==> src/dfq_pkg.sv <==
package dfq_pkg;

    localparam int ID_W        = 31;
    localparam int OCC_W       = 11;
    localparam int STATUS_W    = 3;
    localparam int IN_TDATA_W  = 32;
    localparam int OUT_TDATA_W = 48;
    localparam int DEPTH_DEF   = 1024;

    // OR tree fan-in per registered level
    localparam int FANIN_LOG = 5;
    localparam int FANIN     = 1 << FANIN_LOG;

    typedef enum logic [STATUS_W-1:0] {
        ST_PUT_OK = 3'd0,
        ST_FULL   = 3'd1,
        ST_DUP    = 3'd2,
        ST_GOT    = 3'd3,
        ST_EMPTY  = 3'd4
    } t_status;

    typedef enum logic [1:0] {
        S_IDLE,
        S_SEARCH,
        S_COMMIT
    } t_state;

    // broadcast to every cell
    typedef struct packed {
        logic            cmp;    // latch match against id
        logic            load;   // first empty cell takes id
        logic            shift;  // pop: every cell takes its upper neighbor
        logic [ID_W-1:0] id;
    } t_cell_ctl;

    // number of bits left after k levels of FANIN-wide reduction
    function automatic int tree_width(input int d, input int k);
        return (d + (1 << (FANIN_LOG * k)) - 1) >> (FANIN_LOG * k);
    endfunction

    function automatic int tree_levels(input int d);
        int w;
        int l;
        w = d;
        l = 0;
        for (int i = 0; i < 8; i++) begin
            if (w > 1) begin
                w = (w + FANIN - 1) >> FANIN_LOG;
                l = l + 1;
            end
        end
        return (l < 1) ? 1 : l;
    endfunction

endpackage

==> src/dfq_or_tree.sv <==
module dfq_or_tree
    import dfq_pkg::*;
#(
    parameter int DEPTH  = DEPTH_DEF,
    parameter int LEVELS = tree_levels(DEPTH)
) (
    input  logic             i_clk,
    input  logic [DEPTH-1:0] i_bits,
    output logic             o_any
);

    logic [LEVELS:0][DEPTH-1:0] w_lvl;
    logic [LEVELS:1][DEPTH-1:0] n_lvl;
    logic [LEVELS:1][DEPTH-1:0] r_lvl;

    assign w_lvl[0] = i_bits;

    for (genvar k = 1; k <= LEVELS; k++) begin : g_lvl
        localparam int WP = tree_width(DEPTH, k - 1);
        localparam int WK = tree_width(DEPTH, k);

        assign w_lvl[k] = r_lvl[k];

        for (genvar j = 0; j < WK; j++) begin : g_grp
            localparam int LO = j * FANIN;
            localparam int N  = (WP - LO > FANIN) ? FANIN : (WP - LO);
            assign n_lvl[k][j] = |w_lvl[k-1][LO +: N];
        end

        if (WK < DEPTH) begin : g_pad
            assign n_lvl[k][DEPTH-1:WK] = '0;
        end
    end

    always_ff @(posedge i_clk) begin
        r_lvl <= n_lvl;
    end

    assign o_any = r_lvl[LEVELS][0];

endmodule

==> config.mk <==
export PLATFORM = sky130hd
export DESIGN_NAME = dfq_or_tree
export DESIGN_NICKNAME = d
export VERILOG_FILES = /design/src/dfq_pkg.sv /design/src/dfq_or_tree.sv
export SDC_FILE = /design/constraint.sdc
export NUM_CORES = 1
export LEC_CHECK = 0
export ABC_CLOCK_PERIOD_IN_PS = 1330
export BUFFER_PORTS_ARGS = -buffer_cell sky130_fd_sc_hd__buf_2
export CAP_MARGIN = 20
export CORE_AREA = 2 2 398 400
export CTS_CLUSTER_DIAMETER = 200
export CTS_CLUSTER_SIZE = 28
export DETAILED_ROUTE_END_ITERATION = 12
export DIE_AREA = 0 0 400 402
export SLEW_MARGIN = 10
export SYNTH_ARGS = -nofsm -noshare
export SYNTH_HDL_FRONTEND = slang
export SYNTH_SLANG_ARGS = --single-unit
==> constraint.sdc <==
create_clock -name i_clk -period 1.33 [get_ports i_clk]
set_input_delay 0.133 -clock i_clk [delete_from_list [all_inputs] [get_ports i_clk]]
set_output_delay 0.133 -clock i_clk [all_outputs]
set_load 0.01 [all_outputs]
### Word-level counts from Yosys, hierarchy flattened

Cells that the tools add are included.

* reduce and logical (&&, ||, !) cells: 33

Operators by type and width (number)
* OR reduction 32 bit: 33

* register bits: 33

### Depth between registers and ports, before layout

* word-level depth: 1
* mapped depth: 3

### Worst setup path after synthesis

Ideal clock, no wire load.

* path kind: register to register
* start point: register r_lvl[24] (netlist name)
* end point: register r_lvl, in the netlist o_any
* library setup time: 0.120 ns
* data arrival time: 0.840 ns
* path slack: 0.370 ns
* cell stages (with the launch flop): 4
* buffers on the path: 0
* clock period less this slack: 0.960 ns
* cells stage by stage: dfxtp_1 > nor4_1 > nand4_1 > or2_1

RTL lines
* start, declared: line dfq_or_tree.sv:14 `logic [LEVELS:1][DEPTH-1:0] r_lvl;`
* start signal, assigned: line dfq_or_tree.sv:36 `r_lvl <= n_lvl;`

==> results.json <==
{
  "most-common-layout-cells": "sky130_fd_sc_hd__buf_2, sky130_fd_sc_hd__nor4_1, sky130_fd_sc_hd__nand4_1",
  "intPower_mw": 2.891,
  "relSlewSlack": 0.3438,
  "placement_rows": 146,
  "dp_worst_setup_slack_ns": -1.059,
  "final_worst_path_period_need_ns": 1.772,
  "timing.critical_path.from_type": "flip-flop",
  "final.hold.worst_slack_ns": 0.05927,
  "vias_in_the_first_global_route": 8887,
  "report.final.setup_viol": 2,
  "final_area_um2": 11510,
  "postSynthAreaPerCell_um2": 7.924,
  "worst_path_largest_cell_delay_ns": 0.47,
  "cts_buffers": 5,
  "synthesis.nets": 1421,
  "cp.arrival_ns": 2.01,
  "initial_core_util": 0.01997,
  "met3WireLength_um": 5737,
  "synthesis.yosys.warnings": 0,
  "critPathMaxFanout": 1,
  "first_pass_iters": 5,
  "drc": 0,
  "placeableCoreArea_um2": 157100,
  "cts.clk_slew.worst_paths_ns": 0.09,
  "setup_tns_ns": -0.5153,
  "holdCritPathClass": "in2reg",
  "fin_skew_ns": 0.009551,
  "avgRoutedWirePerCell_um": 16.51,
  "p_sw_frac": 0.3758,
  "grt_max_degree": 11,
  "die_width_um": 400,
  "hpwlAfterDp_um": 53790,
  "grt_antenna_before_repair": 31,
  "timing_hold_violations_final": 0,
  "placement.cell_area_um2": 11320,
  "final_report_max_slew_violation_count": 0,
  "dieHeight_um": 402,
  "synth_cell_types": 5,
  "synth_cells": 396,
  "route.top_layer_used": "met5",
  "synth-seq-cells": 33,
  "outcome": "finished with violations",
  "design.final.nets": 2507,
  "top_achievable_clock_speed_mhz": 564.4,
  "routed_wirelength_um": 58830,
  "p_switching_mw": 1.741,
  "post-cts-setup-buffer-count": 0,
  "total_power_mw": 4.632,
  "crit_type": "reg2reg",
  "share_of_cells_above_drive_strength_1": 0.7647,
  "design.portCount": 1026,
  "drt-met1-wl_um": 22520,
  "final.fill_count": 18600,
  "vias_after_detailed_routing": 8771,
  "cp-end-kind": "flip-flop",
  "critical_path_required_ns": 1.57,
  "period_share": 1.332,
  "synth_largest_area_cell": "sky130_fd_sc_hd__nor4_1",
  "clkLatencyLatePin_ns": 0.35,
  "post_drt_via_cell_ratio": 2.462,
  "routabilityCongestion": 0.9385,
  "clk_root_buffer_cell": "sky130_fd_sc_hd__clkbuf_16",
  "pwr-share-seq": 0.213,
  "globalRoute.totalOverflow": 0,
  "worst_r2r_path_depth": 3,
  "clock-sinks": 33,
  "cell_area_after_synthesis_um2": 3138,
  "cts_tree": "yes",
  "flow.area_growth_from_synthesis_pct": 266.7,
  "worst_setup_path_endpoint": "o_any",
  "grt_first_pass_wirelength_um": 72140,
  "power.leakage_nw": 4.831,
  "cts-root-to-sink-buffers": 2,
  "reg_to_reg_setup_timing_slack_ns": -0.44,
  "synth.top_cells.by_area": "sky130_fd_sc_hd__nor4_1, sky130_fd_sc_hd__dfxtp_1, sky130_fd_sc_hd__nand4_1, sky130_fd_sc_hd__nor4_2, sky130_fd_sc_hd__or2_1",
  "rr_endpoint": "o_any",
  "final_common_cell": "sky130_fd_sc_hd__buf_2",
  "place.detailed.instances": 3547,
  "cts-htree-levels": 2,
  "stdcell_count": 3563,
  "worst-slew-pin-transition_ns": 0.9752,
  "failing_checks": "setup timing",
  "critPathSlowestCell": "sky130_fd_sc_hd__nor4_4",
  "power.density_cell_area_nw_per_um2": 402.5,
  "cap_viol_max_count": 0,
  "port-buffer-count": 1025,
  "die_area_um2": 160800,
  "antenna_violating_nets_post_route": 0,
  "routed-wl-met2_um": 27380,
  "holdBufCountCts": 0,
  "power.share.clock": 0.328,
  "worstReg2RegStart": "r_lvl[27]",
  "setup_ws_ns": -0.4419,
  "share_comb_of_total_power": 0.459,
  "origin_of_the_worst_setup_path": "r_lvl[27]",
  "unrepaired_setup_endpoints_after_global_routing": "true",
  "initial_drc_count": 507,
  "peak_vdd_ir_mv": 0.4676,
  "critical_path.cell_chain": "nor4_4 > nand4_1 > or2_1",
  "final_core_utilization": 0.07325,
  "synth_top_area_share": 0.4605,
  "part_of_the_yosys_area_used_for_sequential_elements": 0.2105,
  "grt.total_usage": 0.06821
}
-- cells in the mapped netlist, drive strengths merged --
library cell and number:
nand4 66, nor4 264, or2 33, dfxtp 33
-- how the worst min path moves through the flow --
stage	startpoint	endpoint	cells past startpoint
2_1_floorplan	i_bits[26]	r_lvl[0]	3
3_3_place_gp	i_bits[430]	r_lvl[13]	4
3_5_place_dp	i_bits[430]	r_lvl[13]	4
4_1_cts	i_bits[871]	r_lvl[27]	4
5_1_grt	i_bits[878]	r_lvl[27]	4
6_report	i_bits[871]	r_lvl[27]	4
-- power groups by stage --
stage	clock network, mW	logic (mW)	registers [mW]
final	1.52	2.13	0.987
after global routing	1.79	2.25	0.987
after CTS	1.79	2.09	0.987
after detailed placement	0	2.07	1.01
after global placement	0	2.08	1.01
after floorplan	0	0.153	1.01
-- kinds of logic (layout without fill, tap and decap cells) --
kind of cell,count (synthesis),after routing,synth area share
flip-flops,33,33,0.2105
buffers and inverters,0,1087,0
AND/OR/NAND/NOR,363,363,0.7895
other,0,8,0
-- what timing repair did --
action | CTS | global route
resized for setup | 5 | 2
endpoints found under the setup margin | 2 | 2
pin swaps | 0 | 1
endpoints found under the hold margin | 0 | 0
-- final cells by class --
cell class	count	area [µm²]	area share
clock inverters	2	10.01	0.0008698
diodes	8	20.02	0.001740
well taps	2072	2592	0.2253
flip-flops and latches	33	664.4	0.05774
multi-input cells	363	2561	0.2226
clock buffers	6	128.9	0.01120
repair buffers	1079	5530	0.4806
-- per-layer routing --
| metal | GRT usage | vias to the layer above |
|---|---|---|
| met5 | 0 | - |
| met4 | 0.03542 | 12 |
| met3 | 0.01972 | 106 |
| met2 | 0.1135 | 667 |
| met1 | 0.07870 | 3957 |
| li1 | - | 4029 |
-- state kept, by name, indices dropped and copies added, names as in the netlist --
| register | flops |
|---|---|
| r_lvl | 32 |
| o_any | 1 |
-- critical path, delay by kind of cell, from the launching register on --
kind	cells	cell delay, ns
AND/OR/NAND/NOR	3	1.31
flip-flops	1	0.35
No activity file was read; power rests on OpenSTA's default activity.
