## config.mk

```make
export PLATFORM = sky130hd
export DESIGN_NAME = dfq_cell
export DESIGN_NICKNAME = d
export VERILOG_FILES = /design/src/dfq_pkg.sv /design/src/dfq_cell.sv
export SDC_FILE = /design/constraint.sdc
export NUM_CORES = 1
export LEC_CHECK = 0
export ABC_AREA = 1
export BUFFER_PORTS_ARGS = -buffer_cell sky130_fd_sc_hd__buf_2
export CELL_PAD_IN_SITES_DETAIL_PLACEMENT = 1
export CELL_PAD_IN_SITES_GLOBAL_PLACEMENT = 2
export CORE_MARGIN = 1
export CORE_UTILIZATION = 25
export DETAILED_ROUTE_END_ITERATION = 7
export HOLD_SLACK_MARGIN = 0.05
export PLACE_DENSITY_LB_ADDON = 0.1
export SLEW_MARGIN = 20
export SYNTH_ARGS = -nofsm -noshare
export SYNTH_HDL_FRONTEND = slang
export SYNTH_SLANG_ARGS = --single-unit
```

## constraint.sdc

```tcl
create_clock -name i_clk -period 2.6 [get_ports i_clk]
set_input_delay 0.13 -clock i_clk [delete_from_list [all_inputs] [get_ports i_clk]]
set_output_delay 0.13 -clock i_clk [all_outputs]
set_load 0.01 [all_outputs]
```

## src/dfq_pkg.sv

```systemverilog
package dfq_pkg;

    localparam int ID_W        = 31;
    localparam int OCC_W       = 11;
    localparam int STATUS_W    = 3;
    localparam int IN_TDATA_W  = 32;
    localparam int OUT_TDATA_W = 48;
    localparam int DEPTH_DEF   = 1024;

    // OR tree fan-in per registered level
    localparam int FANIN_LOG = 5;
    localparam int FANIN     = 1 << FANIN_LOG;

    typedef enum logic [STATUS_W-1:0] {
        ST_PUT_OK = 3'd0,
        ST_FULL   = 3'd1,
        ST_DUP    = 3'd2,
        ST_GOT    = 3'd3,
        ST_EMPTY  = 3'd4
    } t_status;

    typedef enum logic [1:0] {
        S_IDLE,
        S_SEARCH,
        S_COMMIT
    } t_state;

    // broadcast to every cell
    typedef struct packed {
        logic            cmp;    // latch match against id
        logic            load;   // first empty cell takes id
        logic            shift;  // pop: every cell takes its upper neighbor
        logic [ID_W-1:0] id;
    } t_cell_ctl;

    // number of bits left after k levels of FANIN-wide reduction
    function automatic int tree_width(input int d, input int k);
        return (d + (1 << (FANIN_LOG * k)) - 1) >> (FANIN_LOG * k);
    endfunction

    function automatic int tree_levels(input int d);
        int w;
        int l;
        w = d;
        l = 0;
        for (int i = 0; i < 8; i++) begin
            if (w > 1) begin
                w = (w + FANIN - 1) >> FANIN_LOG;
                l = l + 1;
            end
        end
        return (l < 1) ? 1 : l;
    endfunction

endpackage

```

## src/dfq_cell.sv

```systemverilog
module dfq_cell
    import dfq_pkg::*;
(
    input  logic            i_clk,
    input  logic            i_rst_n,
    input  t_cell_ctl       i_ctl,
    input  logic            i_prev_valid,   // cell toward the head
    input  logic            i_next_valid,   // cell toward the tail
    input  logic [ID_W-1:0] i_next_id,
    output logic            o_valid,
    output logic [ID_W-1:0] o_id,
    output logic            o_match
);

    logic            r_valid;
    logic [ID_W-1:0] r_id;
    logic            r_match;

    always_ff @(posedge i_clk) begin
        if (!i_rst_n) begin
            r_valid <= 1'b0;
        end else if (i_ctl.shift) begin
            r_valid <= i_next_valid;
        end else if (i_ctl.load && !r_valid && i_prev_valid) begin
            r_valid <= 1'b1;
        end
    end

    always_ff @(posedge i_clk) begin
        if (i_ctl.shift) begin
            r_id <= i_next_id;
        end else if (i_ctl.load && !r_valid && i_prev_valid) begin
            r_id <= i_ctl.id;
        end
    end

    always_ff @(posedge i_clk) begin
        if (i_ctl.cmp) begin
            r_match <= r_valid && (r_id == i_ctl.id);
        end
    end

    assign o_valid = r_valid;
    assign o_id    = r_id;
    assign o_match = r_match;

endmodule

```

### After elaboration in Yosys (flattened, before gate mapping)

Cells that the tools add are included.

* reductions and logical operators: 5
* eq/ne operators: 1
* mux-type cells: 4

Operators with widths (number)
* $mux W31: 2
* $eq A31 B31 Y1: 1
* $logic_and A1 B1 Y1: 3
* $mux W1: 2
* $reduce_bool A2 Y1: 1
* $logic_not A1 Y1: 1

* output and inout bits: 33
* input bits: 69
* register bits: 33
* logic and storage cells: 13

### Depth between registers and ports, before layout

Gate-level depths: netlist of run 1.

* depth in word-level cells: 5
* gate-level depth with buffers: 8
* depth with buffers taken out: 8

### Worst setup path before layout of run 1

Ideal clock, no wire load.

* path type: register -> register
* start point: register r_valid (netlist: o_valid)
* end point: register r_id[0] (netlist: o_id[0]) (enable)
* library setup time: 0.376 ns
* clock period less this slack: 1.299 ns
* arrival time: 0.923 ns
* path buffers: 0
* stages on the path, launching flop included: 3
* data required time: 2.224 ns
* path slack: 1.301 ns
* cells stage by stage: dfxtp_1 -> inv_1 -> a31o_2

* cells in the longest elaborated chain, start to end: 4

RTL lines
* from (decl): RTL line dfq_cell.sv:15 `logic r_valid;`
* from (signal assigned): RTL line dfq_cell.sv:23 `r_valid <= i_next_valid;`
* $logic_not A1 Y1: RTL line dfq_cell.sv:32 `end else if (i_ctl.load && !r_valid && i_prev_valid) begin`
* $logic_and A1 B1 Y1 (2 in a row): RTL line dfq_cell.sv:32
* $reduce_bool A2 Y1 (no line)
* to (signal assigned): RTL line dfq_cell.sv:31 `r_id <= i_next_id;`
* to (signal assigned): RTL line dfq_cell.sv:33 `r_id <= i_ctl.id;`
* to (decl): RTL line dfq_cell.sv:16 `logic [ID_W-1:0] r_id;`

Every way passes these cells.
A chain may end at the register's enable or synchronous reset.

### Final worst setup path of run 1

* start point: register r_valid (netlist: o_valid)
* end point: register r_id[20] (netlist: o_id[20]) (enable)

The elaborated chain is that of the path after synthesis.

==> impl_metrics.json, run 1 <==
{
  "drtIter0Drc": 43,
  "seq_area_sq_um": 980.9,
  "cts_buffers": 5,
  "yosysWarningCount": 0,
  "finClkSkew_ps": 5.057,
  "reg2reg_slack_ps": 1100,
  "ant_nets": 0,
  "insertion_delay_ps": 280,
  "drc": 0,
  "r2r-start": "o_valid",
  "core-area_sq_mm": 0.007727,
  "synth_area_per_cell_sq_um": 6.995,
  "ff2ff_path_depth": 2,
  "clock_sinks": 33,
  "finalPower_mw": 1.321,
  "crit_type": "reg -> reg",
  "worstPathRequired_ps": 2510,
  "status": "finished, final reports clean",
  "die-height_um": 91.46,
  "detailed_place_hpwl_mm": 4.411,
  "setup_violations": 0,
  "nFillCells": 1024,
  "startpoint": "o_valid",
  "period_needed_ps": 1501,
  "worst_pin_slew_ps": 892.8,
  "htree_num_levels": 2,
  "initial_core_util_pct": 25.89,
  "sw_frac_of_total_pct": 28.89,
  "nets": 458,
  "multi_input_area_sq_um": 755.7,
  "clockBufferDepth": 2,
  "syn_area_sq_mm": 0.002001,
  "clk_pin_slew_ps": 70,
  "fmax_ghz": 0.6664,
  "worstHoldPathCells": 3,
  "path_max_fanout": 32,
  "wl_per_cell_um": 11.56,
  "ys_seq_area_share_pct": 49.03,
  "antenna_found_initial": 0,
  "r2r_end": "o_id[20]",
  "die_area_sq_mm": 0.008364,
  "die_w_um": 91.46,
  "first_pass_iters": 4,
  "syn-num-nets": 355,
  "cts-resized-gates": 0,
  "timing.setup.tns_ps": 0,
  "first_global_vias": 2064,
  "slew_headroom_pct": 40.48,
  "ys_ff_latch": 33,
  "drive_gt1_share_pct": 27.76,
  "row_count": 32,
  "hold_start": "i_next_id[30]",
  "portBuffers": 101,
  "powerDensity_mw_per_mm2": 491.9,
  "vias_per_cell": 4.173,
  "layout.cells.non_filler": 491,
  "maxSlewViolCount": 0,
  "end_kind": "flip-flop",
  "hold_path.class": "in -> reg",
  "rsz0062_at_grt": "no",
  "hold_end": "o_id[30]",
  "ioPinCount": 102,
  "yosysUniqueCellTypes": 14,
  "p_clk_share_pct": 28.0,
  "synthCells": 286,
  "hold_buffers": 1,
  "gr-total-overflow": 0,
  "critPathLaunchType": "flip-flop",
  "hold_violations": 0,
  "peakVddDrop_mv": 0.1497,
  "cts_tree": "built",
  "wl_mm": 5.677,
  "track_usage_pct": 14.35,
  "vias": 2049,
  "intPower_mw": 0.9392,
  "arrival_ps": 1410,
  "grt_pass1_wl_mm": 9.404,
  "p_leak_nw": 1.510,
  "grt_max_degree": 61,
  "n_antenna_cell": 0,
  "seqPwrFrac_pct": 50.9,
  "place.gp.congestion": 0.7123,
  "power_frac_comb_pct": 21.1,
  "dp_cells": 483,
  "post_cts_buffers": 0,
  "maxCapViolCount": 0,
  "p_switching_mw": 0.3816,
  "clock-root-buffer": "clkbuf_8",
  "syn_to_final_growth_pct": 34.21,
  "fin_crit_sh_pct": 57.72
}
## layout make-up
| class | instances | share of cell area (%) |
|---|---|---|
| clock buffer | 6 | 2.703 |
| clock inverter | 1 | 0.1398 |
| inverter | 59 | 8.248 |
| multi-input combinational | 187 | 28.15 |
| sequential | 33 | 36.53 |
| tap | 102 | 4.753 |
| timing repair buffer | 103 | 19.48 |
## Yosys cell counts, drive strengths merged
cell type	instances	area [sq um]
inv	59	221.5
o21bai	1	7.510
edfxtp	32	960.9
xor2	1	8.760
buf	5	33.78
a31o	1	8.760
nor2	22	82.58
nand2	130	488.0
o21ai	32	160.2
dfxtp	1	20.02
clkbuf	2	8.750
## critical path, cell delays in order, from the launching register on
cell	delay, ps
dfxtp_1	330
inv_1	60
a31o_2	730
## through the flow
step	area [sq um]	utilization, %	hold slack [ps]	setup WS [ps]
global route	2685	34.75	121.4	966.4
detailed placement	2599	33.63	333.2	1066
finish	2685	34.75	122.2	1099
floorplan	2001	-	242.5	1301
CTS	2685	34.75	114.5	1054
global placement	2599	33.63	331.9	1085
## kinds of logic (layout without fill, tap and decap cells)
kind of cell,after synthesis,after routing,synth area share (%)
AO/OA/AOI/OAI,34,34,8.818
flip-flops,33,33,49.03
AND/OR/NAND/NOR,152,152,28.52
buffers and inverters,66,169,13.20
XOR/XNOR,1,1,0.4379
## placed cells by master, fill, tap and decap left out
cell type and count:
a31o_2 1, buf_2 101, buf_4 1, clkbuf_1 1
clkbuf_8 5, clkinv_1 1, dfxtp_1 1, dlygate4sd3_1 1
edfxtp_1 32, inv_1 59, nand2_1 130, nor2_1 22
o21ai_0 32, o21bai_1 1, xor2_1 1
## worst max-delay path by stage
stage                    end  slack, ps  depth (start not counted)
finish              o_id[20]       1100                          2
global route        o_id[23]        970                          2
CTS                 o_id[23]       1050                          2
detailed placement   o_id[3]       1070                          2
global placement     o_id[8]       1090                          2
floorplan            o_id[0]       1300                          2
## layer usage
metal / vias to the layer above / part of all wire [%] / global-route usage, % / wire length (um)
met3: 7 / 5.5 / 3.015 / 313
met4: 0 / 1.6 / 5.952 / 89
met5: - / 0 / 0 / 0
li1: 1063 / - / - / -
met2: 59 / 48 / 24.37 / 2715
met1: 920 / 45 / 17.53 / 2559
## power groups by stage
stage,clock network (mW),registers [mW],logic (mW)
global route,0.406,0.680,0.325
CTS,0.382,0.674,0.287
finish,0.370,0.673,0.279
detailed placement,0,0.685,0.285
floorplan,0,0.701,0.129
global placement,0,0.684,0.278
## registers in the layout, summed over array words and instances, names as in the netlist
name,cells
o_valid,1
o_match,1
o_id,31
Note: power is estimated with default switching activity, not from simulation.
==> run 2, diff against run 1 <==
--- a/config.mk
+++ b/config.mk
@@ -10,7 +10,7 @@
 export CELL_PAD_IN_SITES_DETAIL_PLACEMENT = 1
 export CELL_PAD_IN_SITES_GLOBAL_PLACEMENT = 2
 export CORE_MARGIN = 1
-export CORE_UTILIZATION = 25
+export CORE_UTILIZATION = 23
 export DETAILED_ROUTE_END_ITERATION = 7
 export HOLD_SLACK_MARGIN = 0.05
 export PLACE_DENSITY_LB_ADDON = 0.1
==> constraint.sdc (replaced) <==
create_clock -name i_clk -period 1.57 [get_ports i_clk]
set_input_delay 0.0785 -clock i_clk [delete_from_list [all_inputs] [get_ports i_clk]]
set_output_delay 0.0785 -clock i_clk [all_outputs]
set_load 0.01 [all_outputs]
==> run 2 against run 1 <==
Sequential share of layout area shrank 0.32 points. Design area grew 0.89%. Critical path depth is the same. Via count shrank 1.9%. Wire length shrank 0.25%. Clock skew shrank 2.7 ps. Sequential power grew 65%. Total power grew 68%. Combinational power grew 67%.
==> impl_metrics.json, run 2 (synthesis gave the netlist of run 1 again) <==
{
  "status": "finished, final reports clean",
  "finClkSkew_ps": 2.361,
  "hold_violations": 0,
  "layout_commonest_cell": "nand2_1",
  "core-area_sq_mm": 0.008299,
  "rsz0062_at_grt": "no",
  "powerDensity_mw_per_mm2": 816.9,
  "grt_pass1_wl_mm": 8.963,
  "layout_common_cells": "nand2_1, buf_2, inv_1, o21ai_0, edfxtp_1",
  "die-height_um": 95.27,
  "fin_area_sq_mm": 0.002709,
  "largest_reg_flops": 31,
  "clockBufferDepth": 2,
  "cts_tree": "built",
  "place.gp.congestion": 0.7126,
  "cts_buffers": 5,
  "wl_met3_um": 370,
  "syn_to_final_growth_pct": 35.40,
  "worst_pin_slew_ps": 554.4,
  "nets": 459,
  "slew_headroom_pct": 63.04,
  "vias_per_cell": 4.054,
  "antenna_found_initial": 0,
  "fin_crit_sh_pct": 77.48,
  "ant_nets": 0,
  "worstPathRequired_ps": 1500,
  "maxSlewViolCount": 0,
  "slowest_delay_ps": 470,
  "peakVddDrop_mv": 0.3297,
  "path_max_fanout": 32,
  "p_switching_mw": 0.6382,
  "drt-met1-wl_mm": 2.657,
  "wl_per_cell_um": 11.42,
  "power_frac_comb_pct": 21.1,
  "drive_gt1_share_pct": 27.88,
  "worstHoldPathCells": 3,
  "track_usage_pct": 13.10,
  "drtIter0Drc": 57,
  "ff2ff_path_depth": 2,
  "clock-root-buffer": "clkbuf_8",
  "period_needed_ps": 1216,
  "clk_pin_slew_ps": 70,
  "setup_violations": 0,
  "n_antenna_cell": 0,
  "crit_type": "reg -> reg",
  "end_kind": "flip-flop",
  "intPower_mw": 1.575,
  "reg2reg_slack_ps": 350,
  "die_w_um": 95.27,
  "dr_wl_met2_mm": 2.606,
  "htree_num_levels": 2,
  "clock_sinks": 33,
  "die_area_sq_mm": 0.009075,
  "gr-total-overflow": 0,
  "nFillCells": 1081,
  "top_layer": "met4",
  "vias": 2011,
  "maxCapViolCount": 0,
  "crit_chain": "inv_1 -> a31o_4",
  "p_clk_share_pct": 28.8,
  "arrival_ps": 1140,
  "grt_max_degree": 61,
  "detailed_place_hpwl_mm": 4.390,
  "place_area_sq_mm": 0.002610,
  "first_pass_iters": 4,
  "sw_frac_of_total_pct": 28.84,
  "portBuffers": 101,
  "initial_core_util_pct": 24.11,
  "ioPinCount": 102,
  "drc": 0,
  "timing.setup.tns_ps": 0,
  "row_count": 33,
  "critPathLaunchType": "flip-flop",
  "finalPower_mw": 2.213,
  "seqPwrFrac_pct": 50.1,
  "first_global_vias": 1963,
  "fmax_ghz": 0.8220,
  "hold_path.class": "in -> reg",
  "p_leak_nw": 1.519,
  "insertion_delay_ps": 280,
  "slowest_stage": "a31o_4",
  "wl_mm": 5.663
}
-- run 2: cell count changes in the layout (fill, tap and decap cells not counted), sizes merged --
cell,change
clkbuf,+2
buf,+1
clkinv,-1
-- run 2: layout make-up --
type                       count  area [sq um]  share of cell area [%]
sequential                    33         980.9                   36.21
multi-input combinational    187         764.5                   28.22
timing repair buffer         104         530.5                   19.58
inverter                      59         221.5                   8.175
tap                          105         131.4                   4.850
clock buffer                   8         80.08                   2.956
-- run 2: metal layers --
metal | vias up | GRT usage [%]
met5 | - | 0
met4 | 0 | 4.545
met3 | 6 | 3.349
met2 | 58 | 21.96
met1 | 881 | 16.21
li1 | 1066 | -
-- run 2: worst max-delay path: cells and delay by family, from the launching register on --
kind                   cells  cell delay (ps)
AO/OA/AOI/OAI              1              470
buffers and inverters      1               70
flip-flops                 1              320
-- run 2: stage by stage --
stage	utilization, %	cells	hold slack [ps]	worst slack [ps]
global route	32.64	496	66.82	147.3
CTS	32.53	496	53.08	35.97
finish	32.64	496	67.37	353.5
global placement	31.45	487	288.8	36.47
floorplan	-	286	191.0	270.7
detailed placement	31.45	487	287.7	49.64
-- run 2: timing repair --
action	4_1_cts	5_1_grt
resized for setup	0	1
setup endpoints to repair	0	31
setup buffers	0	0
hold endpoints to repair	1	0
hold buffers	1	0
-- run 2: power groups by stage --
stage | registers (mW) | clock network (mW) | logic, mW
6_report | 1.11 | 0.637 | 0.466
5_1_grt | 1.12 | 0.697 | 0.541
4_1_cts | 1.11 | 0.661 | 0.481
3_5_place_dp | 1.13 | 0 | 0.477
3_3_place_gp | 1.13 | 0 | 0.472
2_1_floorplan | 1.16 | 0 | 0.214
-- run 2: worst paths after layout --
check | from | end
hold reg to reg | o_valid | o_valid
hold / removal | i_next_id[19] | o_id[19]
setup / recovery | o_valid | o_id[16]
setup reg to reg | o_valid | o_id[16]
